<file path="config.mk">
export PLATFORM = sky130hd
export DESIGN_NAME = fasta_record_index_scanner_top
export DESIGN_NICKNAME = d
export VERILOG_FILES = /design/src/rtl/fris_pkg.sv /design/src/rtl/fris_scan.sv /design/src/rtl/fasta_record_index_scanner_top.sv
export SDC_FILE = /design/constraint.sdc
export NUM_CORES = 1
export LEC_CHECK = 0
export ABC_AREA = 1
export BUFFER_PORTS_ARGS = -buffer_cell sky130_fd_sc_hd__buf_2
export CAP_MARGIN = 5
export CORE_UTILIZATION = 40
export CTS_CLUSTER_DIAMETER = 50
export DETAILED_ROUTE_END_ITERATION = 8
export PLACE_DENSITY = 0.66
export SKIP_CTS_REPAIR_TIMING = 1
export SYNTH_ARGS = -nofsm -noshare
export SYNTH_HDL_FRONTEND = slang
export SYNTH_SLANG_ARGS = --single-unit
</file>
<file path="constraint.sdc">
create_clock -name clk -period 9.57 [get_ports clk]
set_clock_uncertainty 0.05 [all_clocks]
set_input_delay 0.4785 -clock clk [delete_from_list [all_inputs] [get_ports clk]]
set_output_delay 0.4785 -clock clk [all_outputs]
set_load 0.05 [all_outputs]
</file>
<file path="src/rtl/fris_pkg.sv">
// Package for the FASTA record index scanner.
// Shared constants, opcodes and record flag type; no dependencies.
package fris_pkg;

  localparam int OFFSET_BITS_DEF = 40;
  localparam int COUNT_BITS_DEF  = 32;

  localparam logic [7:0] GT_CHAR = 8'h3E;
  localparam logic [7:0] NL_CHAR = 8'h0A;

  typedef enum logic {
    OP_DATA = 1'b0,
    OP_EOF  = 1'b1
  } opcode_t;

  typedef struct packed {
    logic is_last;
    logic no_entries;
  } rec_flags_t;

endpackage

</file>
<file path="src/rtl/fris_scan.sv">
// Scanner state and per-byte record logic.
// Depends on fris_pkg. Result fields are combinational from current state and the incoming item.
module fris_scan
  import fris_pkg::*;
#(
  parameter int OFFSET_BITS = OFFSET_BITS_DEF,
  parameter int COUNT_BITS  = COUNT_BITS_DEF
) (
  input  logic                   clk,
  input  logic                   rst,
  input  logic                   cfg_we,
  input  logic [OFFSET_BITS-1:0] cfg_wdata,
  input  logic                   step,
  input  logic                   opcode,
  input  logic [7:0]             data_byte,
  output logic                   rec_valid,
  output logic [OFFSET_BITS-1:0] entry_offset,
  output logic [COUNT_BITS-1:0]  header_length,
  output logic [OFFSET_BITS-1:0] sequence_length,
  output logic [COUNT_BITS-1:0]  entry_index,
  output logic [OFFSET_BITS-1:0] max_entry_size,
  output rec_flags_t             flags
);

  localparam int WB = (OFFSET_BITS > COUNT_BITS) ? OFFSET_BITS : COUNT_BITS;
  localparam logic [OFFSET_BITS-1:0] OMAX = {OFFSET_BITS{1'b1}};
  localparam logic [COUNT_BITS-1:0]  CMAX = {COUNT_BITS{1'b1}};

  logic [OFFSET_BITS-1:0] start_offset;
  logic [OFFSET_BITS-1:0] byte_position;
  logic                   at_line_start;
  logic                   header_pending;
  logic [OFFSET_BITS-1:0] pending_start;
  logic                   have_entry;
  logic [OFFSET_BITS-1:0] entry_start;
  logic [COUNT_BITS-1:0]  entry_header_len;
  logic [COUNT_BITS-1:0]  entry_count;
  logic [OFFSET_BITS-1:0] max_span;

  logic                   is_eof;
  logic                   commit;
  logic [OFFSET_BITS-1:0] end_pos;
  logic [OFFSET_BITS-1:0] span;
  logic [WB-1:0]          span_w;
  logic [WB-1:0]          hl_w;
  logic [OFFSET_BITS-1:0] seq;
  logic [OFFSET_BITS-1:0] max_upd;
  logic [OFFSET_BITS-1:0] max_eof;
  logic [OFFSET_BITS-1:0] hl_raw;
  logic [WB-1:0]          hl_raw_w;
  logic [COUNT_BITS-1:0]  hl_sat;

  always_comb begin
    is_eof   = (opcode == OP_EOF);
    commit   = !is_eof && at_line_start && (data_byte != GT_CHAR) && header_pending;
    end_pos  = is_eof ? byte_position : pending_start;
    span     = end_pos - entry_start;
    span_w   = WB'(span);
    hl_w     = WB'(entry_header_len);
    seq      = (span_w > hl_w) ? OFFSET_BITS'(span_w - hl_w - WB'(1)) : '0;
    max_upd  = (span > max_span) ? span : max_span;
    max_eof  = have_entry ? max_upd : max_span;
    hl_raw   = byte_position - pending_start - OFFSET_BITS'(1);
    hl_raw_w = WB'(hl_raw);
    hl_sat   = (hl_raw_w > WB'(CMAX)) ? CMAX : COUNT_BITS'(hl_raw_w);

    rec_valid       = is_eof || (commit && have_entry);
    entry_offset    = have_entry ? entry_start : '0;
    header_length   = have_entry ? entry_header_len : '0;
    sequence_length = have_entry ? seq : '0;
    entry_index     = (have_entry && entry_count != '0) ? entry_count - COUNT_BITS'(1) : '0;
    max_entry_size  = '0;
    if (is_eof) begin
      max_entry_size = (max_eof == OMAX) ? OMAX : max_eof + OFFSET_BITS'(1);
    end
    flags.is_last    = is_eof;
    flags.no_entries = is_eof && !have_entry;
  end

  always_ff @(posedge clk) begin
    if (rst) begin
      start_offset     <= '0;
      byte_position    <= '0;
      at_line_start    <= 1'b1;
      header_pending   <= 1'b0;
      pending_start    <= '0;
      have_entry       <= 1'b0;
      entry_start      <= '0;
      entry_header_len <= '0;
      entry_count      <= '0;
      max_span         <= '0;
    end else if (cfg_we) begin
      start_offset  <= cfg_wdata;
      byte_position <= cfg_wdata;
    end else if (step) begin
      if (is_eof) begin
        byte_position    <= start_offset;
        at_line_start    <= 1'b1;
        header_pending   <= 1'b0;
        pending_start    <= '0;
        have_entry       <= 1'b0;
        entry_start      <= '0;
        entry_header_len <= '0;
        entry_count      <= '0;
        max_span         <= '0;
      end else begin
        if (at_line_start && data_byte == GT_CHAR) begin
          pending_start  <= byte_position;
          header_pending <= 1'b1;
        end else if (commit) begin
          if (have_entry) begin
            max_span <= max_upd;
          end
          entry_start      <= pending_start;
          entry_header_len <= hl_sat;
          have_entry       <= 1'b1;
          if (entry_count != CMAX) begin
            entry_count <= entry_count + COUNT_BITS'(1);
          end
          header_pending <= 1'b0;
        end
        at_line_start <= (data_byte == NL_CHAR);
        byte_position <= byte_position + OFFSET_BITS'(1);
      end
    end
  end

endmodule

</file>
<file path="src/rtl/fasta_record_index_scanner_top.sv">
// Top level of the FASTA record index scanner: stream ports and output skid stage.
// Depends on fris_pkg and fris_scan.
//
//  channel   dir   handshake          payload
//  s_*       in    s_tvalid/s_tready  tdata: data_byte; tuser: opcode
//  m_*       out   m_tvalid/m_tready  tdata: record fields; tlast: is_last; tuser: no_entries
//  cfg_*     in    cfg_we             cfg_wdata: start_offset
//
// One item per cycle while s_tready is high. Records land in the output register,
// or in a one-entry skid register when the output is stalled; s_tready drops
// only while the skid is full.
// Synchronous reset clears scanner state, start_offset and both output valid flags.
module fasta_record_index_scanner_top
  import fris_pkg::*;
#(
  parameter int OFFSET_BITS = OFFSET_BITS_DEF,
  parameter int COUNT_BITS  = COUNT_BITS_DEF
) (
  input  logic                   clk,
  input  logic                   rst,
  input  logic                   cfg_we,
  input  logic [OFFSET_BITS-1:0] cfg_wdata,
  input  logic                   s_tvalid,
  output logic                   s_tready,
  input  logic [7:0]             s_tdata,   // [7:0] data_byte
  input  logic                   s_tuser,   // [0] opcode
  output logic                   m_tvalid,
  input  logic                   m_tready,
  // entry_offset, header_length, sequence_length, entry_index, max_entry_size
  output logic [((3*OFFSET_BITS+2*COUNT_BITS+7)/8)*8-1:0] m_tdata,
  output logic                   m_tlast,   // is_last
  output logic                   m_tuser    // [0] no_entries
);

  localparam int FW = 3*OFFSET_BITS + 2*COUNT_BITS;
  localparam int DW = ((FW + 7) / 8) * 8;

  logic                   step;
  logic                   out_take;
  logic                   rec_valid;
  logic [OFFSET_BITS-1:0] entry_offset;
  logic [COUNT_BITS-1:0]  header_length;
  logic [OFFSET_BITS-1:0] sequence_length;
  logic [COUNT_BITS-1:0]  entry_index;
  logic [OFFSET_BITS-1:0] max_entry_size;
  rec_flags_t             flags;
  logic [DW-1:0]          rec_data;

  logic                   out_valid;
  logic [DW-1:0]          out_data;
  rec_flags_t             out_flags;
  logic                   skid_valid;
  logic [DW-1:0]          skid_data;
  rec_flags_t             skid_flags;

  fris_scan #(
    .OFFSET_BITS(OFFSET_BITS),
    .COUNT_BITS (COUNT_BITS)
  ) u_scan (
    .clk            (clk),
    .rst            (rst),
    .cfg_we         (cfg_we),
    .cfg_wdata      (cfg_wdata),
    .step           (step),
    .opcode         (s_tuser),
    .data_byte      (s_tdata),
    .rec_valid      (rec_valid),
    .entry_offset   (entry_offset),
    .header_length  (header_length),
    .sequence_length(sequence_length),
    .entry_index    (entry_index),
    .max_entry_size (max_entry_size),
    .flags          (flags)
  );

  assign s_tready = !skid_valid;
  assign step     = s_tvalid && s_tready;
  assign out_take = out_valid && m_tready;
  assign rec_data = DW'({max_entry_size, entry_index, sequence_length,
                         header_length, entry_offset});

  assign m_tvalid = out_valid;
  assign m_tdata  = out_data;
  assign m_tlast  = out_flags.is_last;
  assign m_tuser  = out_flags.no_entries;

  always_ff @(posedge clk) begin
    if (rst) begin
      out_valid  <= 1'b0;
      skid_valid <= 1'b0;
    end else if (out_take || !out_valid) begin
      if (skid_valid) begin
        out_data   <= skid_data;
        out_flags  <= skid_flags;
        out_valid  <= 1'b1;
        skid_valid <= 1'b0;
      end else if (step && rec_valid) begin
        out_data  <= rec_data;
        out_flags <= flags;
        out_valid <= 1'b1;
      end else begin
        out_valid <= 1'b0;
      end
    end else if (step && rec_valid) begin
      skid_data  <= rec_data;
      skid_flags <= flags;
      skid_valid <= 1'b1;
    end
  end

endmodule

</file>
# --- Word-level counts from Yosys, hierarchy flattened ---
# Cells that the tools add are included.
word_totals:
  reg_bits: 641
  in_bits: 54
  output_inout_bits: 188
classes:
  addsub: 9
  n_lt_le_gt_ge: 3
  n_eq_ne: 6
  muxes: 42
  bitwise: 3
  n_reduce_logical: 31
op_table:
  columns: ["cell", "count"]
  rows:
  - ["$mux 40", 19]
  - ["$mux 184", 2]
  - ["$mux 32", 10]
  - ["$add 40x1->40 const B", 2]
  - ["$sub 40x1->40 const B", 2]
  - ["$sub 40x40->40", 2]
  - ["$eq 40x40->1 const B", 1]
  - ["$gt 40x32->1", 1]
  - ["$gt 40x32->1 const B", 1]
  - ["$gt 40x40->1", 1]
  - ["$sub 40x32->40", 1]
  - ["$add 32x1->32 const B", 1]
  - ["$ne 32x32->1 const B", 1]
  - ["$reduce_bool 32->1", 1]
  - ["$sub 32x1->32 const B", 1]
  - ["$reduce_and 3->1", 4]
  - ["$logic_and 1x1->1", 10]
  - ["$reduce_bool 2->1", 5]
  - ["$mux 1", 9]
  - ["$eq 8x4->1 const B", 1]
  - ["$eq 8x6->1 const B", 1]
  - ["$ne 8x6->1 const B", 1]
  - ["$reduce_and 5->1", 1]
  - ["$logic_not 1->1", 4]
  - ["8 further kinds", 12]

# --- Longest topological paths before layout ---
# Gate-level depths: netlist (run 1).
depth:
  ltp_word: 10
  mapped_depth: 41
  ltp_nobuf: 39

# --- Modules after synthesis ---
# A second synthesis (run 1) with hierarchy kept.
hier_totals:
  cells_unflattened: 5043
  hier_area_um2: 37861.3
by_module_without_submodules:
  columns: ["mod", "n_inst", "cells_per_inst", "area_each_um2"]
  rows:
  - ["fris_scan", 1, 4056, 24155.7]
  - ["fasta_record_index_scanner_top", 1, 987, 13705.6]

# --- Worst setup path after synthesis (run 1) ---
# No wires, ideal clock.
synth_path:
  path_type: "input-to-reg"
  start: "in s_tuser"
  end: "reg out_data[0], in the netlist m_tdata[0], enable pin"
  setup_time_ps: 735
  arrival_ps: 8888
  t_required_ps: 8785
  setup_slack_ps: -103
  cell_stages: 8
  n_path_buf: 2
  path_cell_list: "inv_1 -> clkbuf_1 -> clkbuf_1 -> nand2_1 -> nand2_1 -> nand2_1 -> nand2_1 -> nor2_1"
synth_via:
  elab_chain_len: 9
synth_lines:
  columns: ["item", "line_no", "rtl"]
  rows:
  - ["start: declaration", "fasta_record_index_scanner_top.sv:26", "input logic s_tuser,"]
  - ["$logic_not 1->1", "fris_scan.sv:55", "commit = !is_eof && at_line_start && (data_byte != GT_CHAR) && header_pending;"]
  - ["$logic_and 1x1->1 (3 in series)", "fris_scan.sv:55", null]
  - ["$logic_and 1x1->1", "fris_scan.sv:67", "rec_valid = is_eof || (commit && have_entry);"]
  - ["$logic_or 1x1->1 (*)", "fris_scan.sv:67", null]
  - ["$logic_and 1x1->1 (*)", "fasta_record_index_scanner_top.sv:97", "end else if (step && rec_valid) begin"]
  - ["$reduce_bool 2->1 (no source line) (*)", null, null]
  - ["$reduce_and 3->1 (no source line) (*)", null, null]
  - ["end signal: assignment", "fasta_record_index_scanner_top.sv:93", "out_data <= skid_data;"]
  - ["end signal: assignment", "fasta_record_index_scanner_top.sv:98", "out_data <= rec_data;"]
  - ["end: declaration", "fasta_record_index_scanner_top.sv:50", "logic [DW-1:0] out_data;"]
# Mark *: on every way between the ends. The rest lies on a longest branch, timed or not.
# A chain may end at the register's enable or synchronous reset.

# --- Worst setup path after layout (run 1) ---
layout_path:
  start: "in s_tuser"
  end: "reg out_data[152], in the netlist m_tdata[152], data pin"
layout_via:
  elab_chain_len: 10
  elab_cells_between_ends: 11
layout_lines:
  columns: ["item", "line_no", "rtl"]
  rows:
  - ["$mux 40", "fris_scan.sv:56", "end_pos = is_eof ? byte_position : pending_start;"]
  - ["$sub 40x40->40", "fris_scan.sv:57", "span = end_pos - entry_start;"]
  - ["$gt 40x40->1", "fris_scan.sv:61", "max_upd = (span > max_span) ? span : max_span;"]
  - ["$mux 40", "fris_scan.sv:61", null]
  - ["$mux 40", null, null]
  - ["$add 40x1->40 or $eq 40x40->1 (tied branches)", "fris_scan.sv:74", "max_entry_size = (max_eof == OMAX) ? OMAX : max_eof + OFFSET_BITS'(1);"]
  - ["$mux 40", "fris_scan.sv:74", null]
  - ["$mux 40 (*)", "fris_scan.sv:73", "if (is_eof) begin"]
  - ["net max_entry_size[8]", "fasta_record_index_scanner_top.sv:45", "logic [OFFSET_BITS-1:0] max_entry_size;"]
  - ["$mux 184 (*)", "fasta_record_index_scanner_top.sv:97", null]
  - ["$mux 184 (*)", "fasta_record_index_scanner_top.sv:92", "if (skid_valid) begin"]
# The timed path passes the listed nets; every way through them passes the cells marked *. The select of a mux whose other input is x is not followed.

==> run_results.csv, run 1 <==
group,metric,value,unit
setup_path,slowest_stage,"buf_4",
setup_path,cp.required,10.08,ns
global_routing,grt_max_degree,119,
floorplan,io_pins,242,
clocking,clkTransAtPathRegs,0.06,ns
power_and_ir_drop,clockPowerShare,38.9,%
clocking,ctsLongestPathBuffers,3,
cells_and_area,area_growth_syn_to_layout,13.89,%
cells_and_area,diodes,0,
setup_path,cp_max_fo,95,
setup_path,critPathKind,"in2reg",
logic_synthesis,yosysSeqAreaShare,43.79,%
clocking,cts_tree,"built",
flow_run,max_cap_violations,0,
sta,tightest_slew,1.005,ns
sta,report.final.slew_viol_count,0,
setup_path,end_kind,"flip-flop",
run_status,outcome,"finished clean",
logic_synthesis,synth.avg_cell_area,7.394,um^2
power_and_ir_drop,vdd_ir_drop_max,0.0001278,V
power_and_ir_drop,p_int,5.333,mW
place,numPortBuffers,241,
global_routing,gr-usage-all-layers,25.07,%
global_routing,grt_overflow,0,
floorplan,start_util,40.44,%
setup_path,cp.arrival,8.09,ns
detailed_routing,drt_wl_total,121500,um
sta,period_minus_slack,7.589,ns
power_and_ir_drop,p_leak,18.80,nW
global_routing,grt_pass1_vias,31922,
clocking,numClockSinks,641,
clocking,numCtsBuffers,84,
logic_synthesis,ys_warn_count,0,
floorplan,die_h,309.4,um
logic_synthesis,ys_ff_latch,641,
cells_and_area,fill_cells,9497,
logic_synthesis,synth-edff-count,372,
floorplan,die_w,309.4,um
power_and_ir_drop,p_seq_share,37.6,%
logic_synthesis,synth_cell_type_count,51,
place,placed_cell_area,40230,um^2
sta,timing.fmax,0.1318,GHz
floorplan,core.rowCount,112,
sta,setup_violations,0,
setup_path,crit_path_max_incr_delay,0.68,ns
logic_synthesis,ys.flop_type,"edfxtp_1",
cells_and_area,fin_util,46.06,%
floorplan,die_area,95740,um^2
sta,maxSlewHeadroom,32.98,%
logic_synthesis,synthCells,5113,
setup_path,startpoint_type,"primary input",
setup_path,cpMostUsedCell,"nand2_1",
detailed_routing,drc,0,
global_routing,antenna_found_initial,1,
cells_and_area,drive_gt1_share,9.597,%
sta,hold_viol,0,
power_and_ir_drop,switching_power,2.724,mW
detailed_routing,routedWlPerCell,18.35,um
place,gp_congestion,1.023,
global_routing,grt_pass1_wl,184700,um
clocking,worstSkewPairLatency,0.69,ns
detailed_routing,postRouteAntennaNets,0,
sta,finalSetupTns,0,ns
power_and_ir_drop,p_comb_share,23.6,%
cells_and_area,multi_input_area,18170,um^2
detailed_routing,num_vias,34304,
cells_and_area,nets,5511,
detailed_routing,drt_first_pass_iters,5,
cells_and_area,seqCellArea,16560,um^2
sta,fin_crit_sh,79.30,%
clocking,cts-root-buf,"clkbuf_16",
cells_and_area,layout_commonest_cell,"nand2_1",
sta,rsz0062_at_grt,"no",
detailed_routing,viasPerCell,5.182,
cells_and_area,fin_area,43050,um^2
floorplan,coreArea,93470,um^2
logic_synthesis,synth_area,37800,um^2
cells_and_area,final_cell_mix,"nand2_1 (1721), inv_1 (604), nor2_1 (432)",
clocking,cts_max_level,3,
detailed_routing,dr.first_iter.drc_count,3088,
place,hpwl,92040,um
logic_synthesis,syn-num-nets,5327,
power_and_ir_drop,powerDensity,187.2,nW/um^2
hold_path,hold_path.class,"in2reg",
power_and_ir_drop,swShare,33.81,%
logic_synthesis,synthArstFlopShare,0,%
path summary, 6_finish.rpt:
kind	startpoint	endpoint	slack [ns]	cells past startpoint
worst max-delay path	s_tuser	m_tdata[152]	1.98	31
worst min-delay path	cfg_wdata[28]	u_scan.start_offset[28]	0.04	3
worst max register to register	u_scan.byte_position[5]	m_tdata[152]	2.28	33
worst min register to register	u_scan.start_offset[34]	u_scan.start_offset[34]	0.41	2
worst max-delay path: cells and delay by family:
| kind | cells | cell delay, ns |
|---|---|---|
| AND/OR/NAND/NOR | 17 | 3.55 |
| buffers and inverters | 5 | 1.60 |
| AO/OA/AOI/OAI | 6 | 1.29 |
| adder cells (fa/ha/maj) | 3 | 0.99 |
metal layers:
layer	routed length, um	up-vias	global-route usage (%)
li1	-	17026	-
met1	54230	15925	34.34
met2	54950	1182	40.15
met3	7803	171	3.067
met4	4474	0	9.843
met5	0	-	0
cells in the mapped netlist, types with 10 or more instances:
cell	count	share of area, %
nor4_1	23	0.38
buf_2	13	0.17
clkbuf_1	153	1.5
edfxtp_1	372	30
nand2_2	18	0.30
a211oi_1	42	0.83
inv_1	605	6.0
nand3_2	19	0.50
nor3_1	58	0.77
dfxtp_1	269	14
nand2_1	1722	17
o21ai_0	227	3.0
a21o_1	20	0.40
o21ai_1	12	0.16
o211ai_1	27	0.54
o21bai_1	12	0.24
ha_1	157	5.2
inv_2	17	0.17
a31oi_1	61	1.0
nand3_1	167	2.2
nand4_1	60	0.99
nor2_1	439	4.4
xnor2_1	55	1.3
xor2_1	94	2.2
a21oi_1	382	5.1
buf_1	16	0.16
o21a_1	10	0.20
logic make-up after synthesis:
family | share of synthesized area, %
AND/OR/NAND/NOR | 27.39
buffers and inverters | 8.235
XOR/XNOR | 3.452
AO/OA/AOI/OAI | 11.77
flip-flops | 43.79
adder cells (fa/ha/maj) | 5.355
flip-flops by register name, summed over array words and instances (netlist names), 2 cells and up:
signal / flops
u_scan.pending_start: 40
skid_data: 184
u_scan.start_offset: 40
m_tdata: 184
u_scan.entry_start: 40
skid_flags: 2
u_scan.entry_header_len: 32
u_scan.max_span: 40
u_scan.byte_position: 40
u_scan.entry_count: 32
final cells by class:
cell class	instances	share of cell area, %
clock buffers	102	5.179
clock inverters	53	1.383
inverters	623	5.443
multi-input cells	3659	42.21
flip-flops and latches	641	38.47
well taps	1254	3.644
repair buffers	288	3.670
per-stage QoR:
| step | hold slack [ns] | instances | setup WS (ns) | power, mW |
|---|---|---|---|---|
| CTS | -0.0002620 | 6620 | 2.192 | 8.071 |
| global route | 0.04277 | 6620 | 1.319 | 8.415 |
| finish | 0.03951 | 6620 | 1.981 | 8.058 |
| detailed placement | 0.4020 | 6465 | 1.476 | 4.934 |
| floorplan | 0.3910 | 5113 | 0.01838 | 4.352 |
| global placement | 0.3979 | 6465 | 1.572 | 4.934 |
power groups by stage:
stage / registers [mW] / logic [mW] / clock network (mW)
after global placement: 3.08 / 1.85 / 0
after global routing: 3.03 / 2.08 / 3.30
after floorplan: 3.14 / 1.21 / 0
after detailed placement: 3.08 / 1.85 / 0
final: 3.03 / 1.90 / 3.13
after CTS: 3.03 / 1.86 / 3.19
(Power assumes the default switching activity.)
==> run 2, diff against run 1 <==
PLACE_DENSITY = 0.63   (was 0.66)
clock period = 7.56 ns   (was 9.57 ns; I/O delays follow)
==> run_results.csv, run 2 (synthesis results as in run 1) <==
group,metric,value,unit
sta,period_minus_slack,6.655,ns
sta,finalSetupTns,0,ns
clocking,clkTransAtPathRegs,0.06,ns
power_and_ir_drop,power.total,10.16,mW
power_and_ir_drop,powerDensity,233.3,nW/um^2
setup_path,crit_cells,35,
floorplan,start_util,40.44,%
place,hpwl,95820,um
setup_path,rr_startpoint,"u_scan.pending_start[0]",
cells_and_area,drive_gt1_share,10.02,%
global_routing,grt_overflow,0,
floorplan,coreArea,93470,um^2
detailed_routing,drc,0,
global_routing,antenna_found_initial,0,
sta,fin_crit_sh,88.03,%
setup_path,crit_family,"simple AND/OR/NAND/NOR gates",
setup_path,ff2ff_path_depth,35,
clocking,ctsLongestPathBuffers,3,
sta,setup_violations,0,
floorplan,core.rowCount,112,
detailed_routing,num_vias,34301,
setup_path,cp.arrival,7.12,ns
sta,rsz0062_at_grt,"no",
setup_path,cp_max_fo,30,
setup_path,critPathKind,"reg2reg",
power_and_ir_drop,p_leak,19.09,nW
clocking,cts_max_level,3,
sta,maxSlewHeadroom,33.58,%
clocking,cts-root-buf,"clkbuf_16",
global_routing,grt_pass1_wl,189100,um
global_routing,grt_max_degree,117,
clocking,worstSkewPairLatency,0.66,ns
sta,report.final.slew_viol_count,0,
cells_and_area,diodes,0,
detailed_routing,viasPerCell,5.126,
hold_path,hold_path.class,"in2reg",
sta,tightest_slew,0.9872,ns
sta,timing.fmax,0.1503,GHz
global_routing,gr-usage-all-layers,25.64,%
cells_and_area,layout_commonest_cell,"nand2_1",
detailed_routing,drt_wl_total,124300,um
detailed_routing,drt_first_pass_iters,6,
place,gp_congestion,1.041,
sta,hold_viol,3,
global_routing,grt_pass1_vias,32203,
clocking,numClockSinks,641,
cells_and_area,nets,5587,
place,numPortBuffers,241,
setup_path,cpMostUsedCell,"nand2_1",
setup_path,r2r_end,"skid_data[183]",
cells_and_area,area_growth_syn_to_layout,15.20,%
run_status,outcome,"finished with violations",
setup_path,cp-startpoint,"u_scan.pending_start[0]",
setup_path,r2r_slack,0.90,ns
setup_path,timing.critical_path.buf_inv,6,
setup_path,crit_path_max_incr_delay,0.57,ns
flow_run,max_cap_violations,0,
floorplan,die_area,95740,um^2
detailed_routing,dr.first_iter.drc_count,3158,
setup_path,end_kind,"flip-flop",
floorplan,die_h,309.4,um
cells_and_area,final_cell_mix,"nand2_1 (1721), inv_1 (604), nor2_1 (432)",
sta,whs,-0.01837,ns
detailed_routing,postRouteAntennaNets,0,
setup_path,startpoint_type,"flip-flop",
setup_path,cp.required,8.03,ns
clocking,numCtsBuffers,80,
floorplan,die_w,309.4,um
setup_path,slowest_stage,"xor2_1",
clocking,cts_tree,"built",
setup_path,critPathCapture,"skid_data[183]",
run_status,violations,"hold timing",
power_and_ir_drop,vdd_ir_drop_max,0.0001627,V
detailed_routing,routedWlPerCell,18.57,um
floorplan,io_pins,242,
-- run 2: cell types whose count changed in the layout (fill, tap and decap cells not counted), moves of 4 or more --
cell,previous run,this run
clkinv_2,11,7
dlygate4sd3_1,0,33
buf_4,47,92
inv_6,6,10
clkbuf_1,12,22
clkinv_8,7,2
-- run 2: worst register-to-register path: cells and delay by family, from the launching register on --
family,cells,cell delay (ns)
DFF,1,0.33
AOI/OAI and AO/OA,1,0.08
adders and majority gates,3,1.03
buffers and inverters,6,1.29
and+or+nand+nor,24,3.17
xor gates and xnor gates,1,0.57
-- run 2: power by group --
part	internal (mW)	switching (mW)
Clock	2.23	1.57
Combinational	0.792	1.74
Sequential	3.76	0.0700
-- run 2: metal layers --
layer	up-vias	global-route usage, %	part of all wire, %
li1	17188	-	-
met2	1066	41.70	46
met1	15871	35.01	44
met5	-	0	0
met4	0	8.715	3.2
met3	176	3.306	6.3
-- run 2: how the worst min path moves through the flow --
stage	start	to	slack [ns]	depth (start not counted)
finish	cfg_wdata[6]	u_scan.start_offset[6]	-0.02	3
global route	cfg_wdata[7]	u_scan.start_offset[7]	0.003	3
CTS	cfg_wdata[24]	u_scan.start_offset[24]	-0.09	3
detailed placement	u_scan.start_offset[24]	u_scan.start_offset[24]	0.40	2
global placement	u_scan.pending_start[0]	u_scan.pending_start[0]	0.40	2
floorplan	u_scan.pending_start[0]	u_scan.pending_start[0]	0.39	2
-- run 2: through the flow --
step                hold slack, ns  util [%]  cell area, um^2  cells  setup WS, ns
CTS                       -0.08539     46.24            43220   6659        0.9936
global placement            0.3978     43.44            40600   6512        0.6671
detailed placement          0.4026     43.44            40600   6512        0.5541
finish                    -0.01837     46.59            43550   6692        0.9047
global route              0.003038     46.59            43550   6692        0.3834
floorplan                   0.3910         -            37810   5113         1.134
-- run 2: area by class of cell --
class | count | area, um^2
clock buffer | 108 | 2178
clock inverter | 39 | 441.7
fill | 9619 | 49920
inverter | 623 | 2344
multi-input combinational | 3659 | 18170
sequential | 641 | 16560
tap | 1254 | 1569
timing repair buffer | 368 | 2288
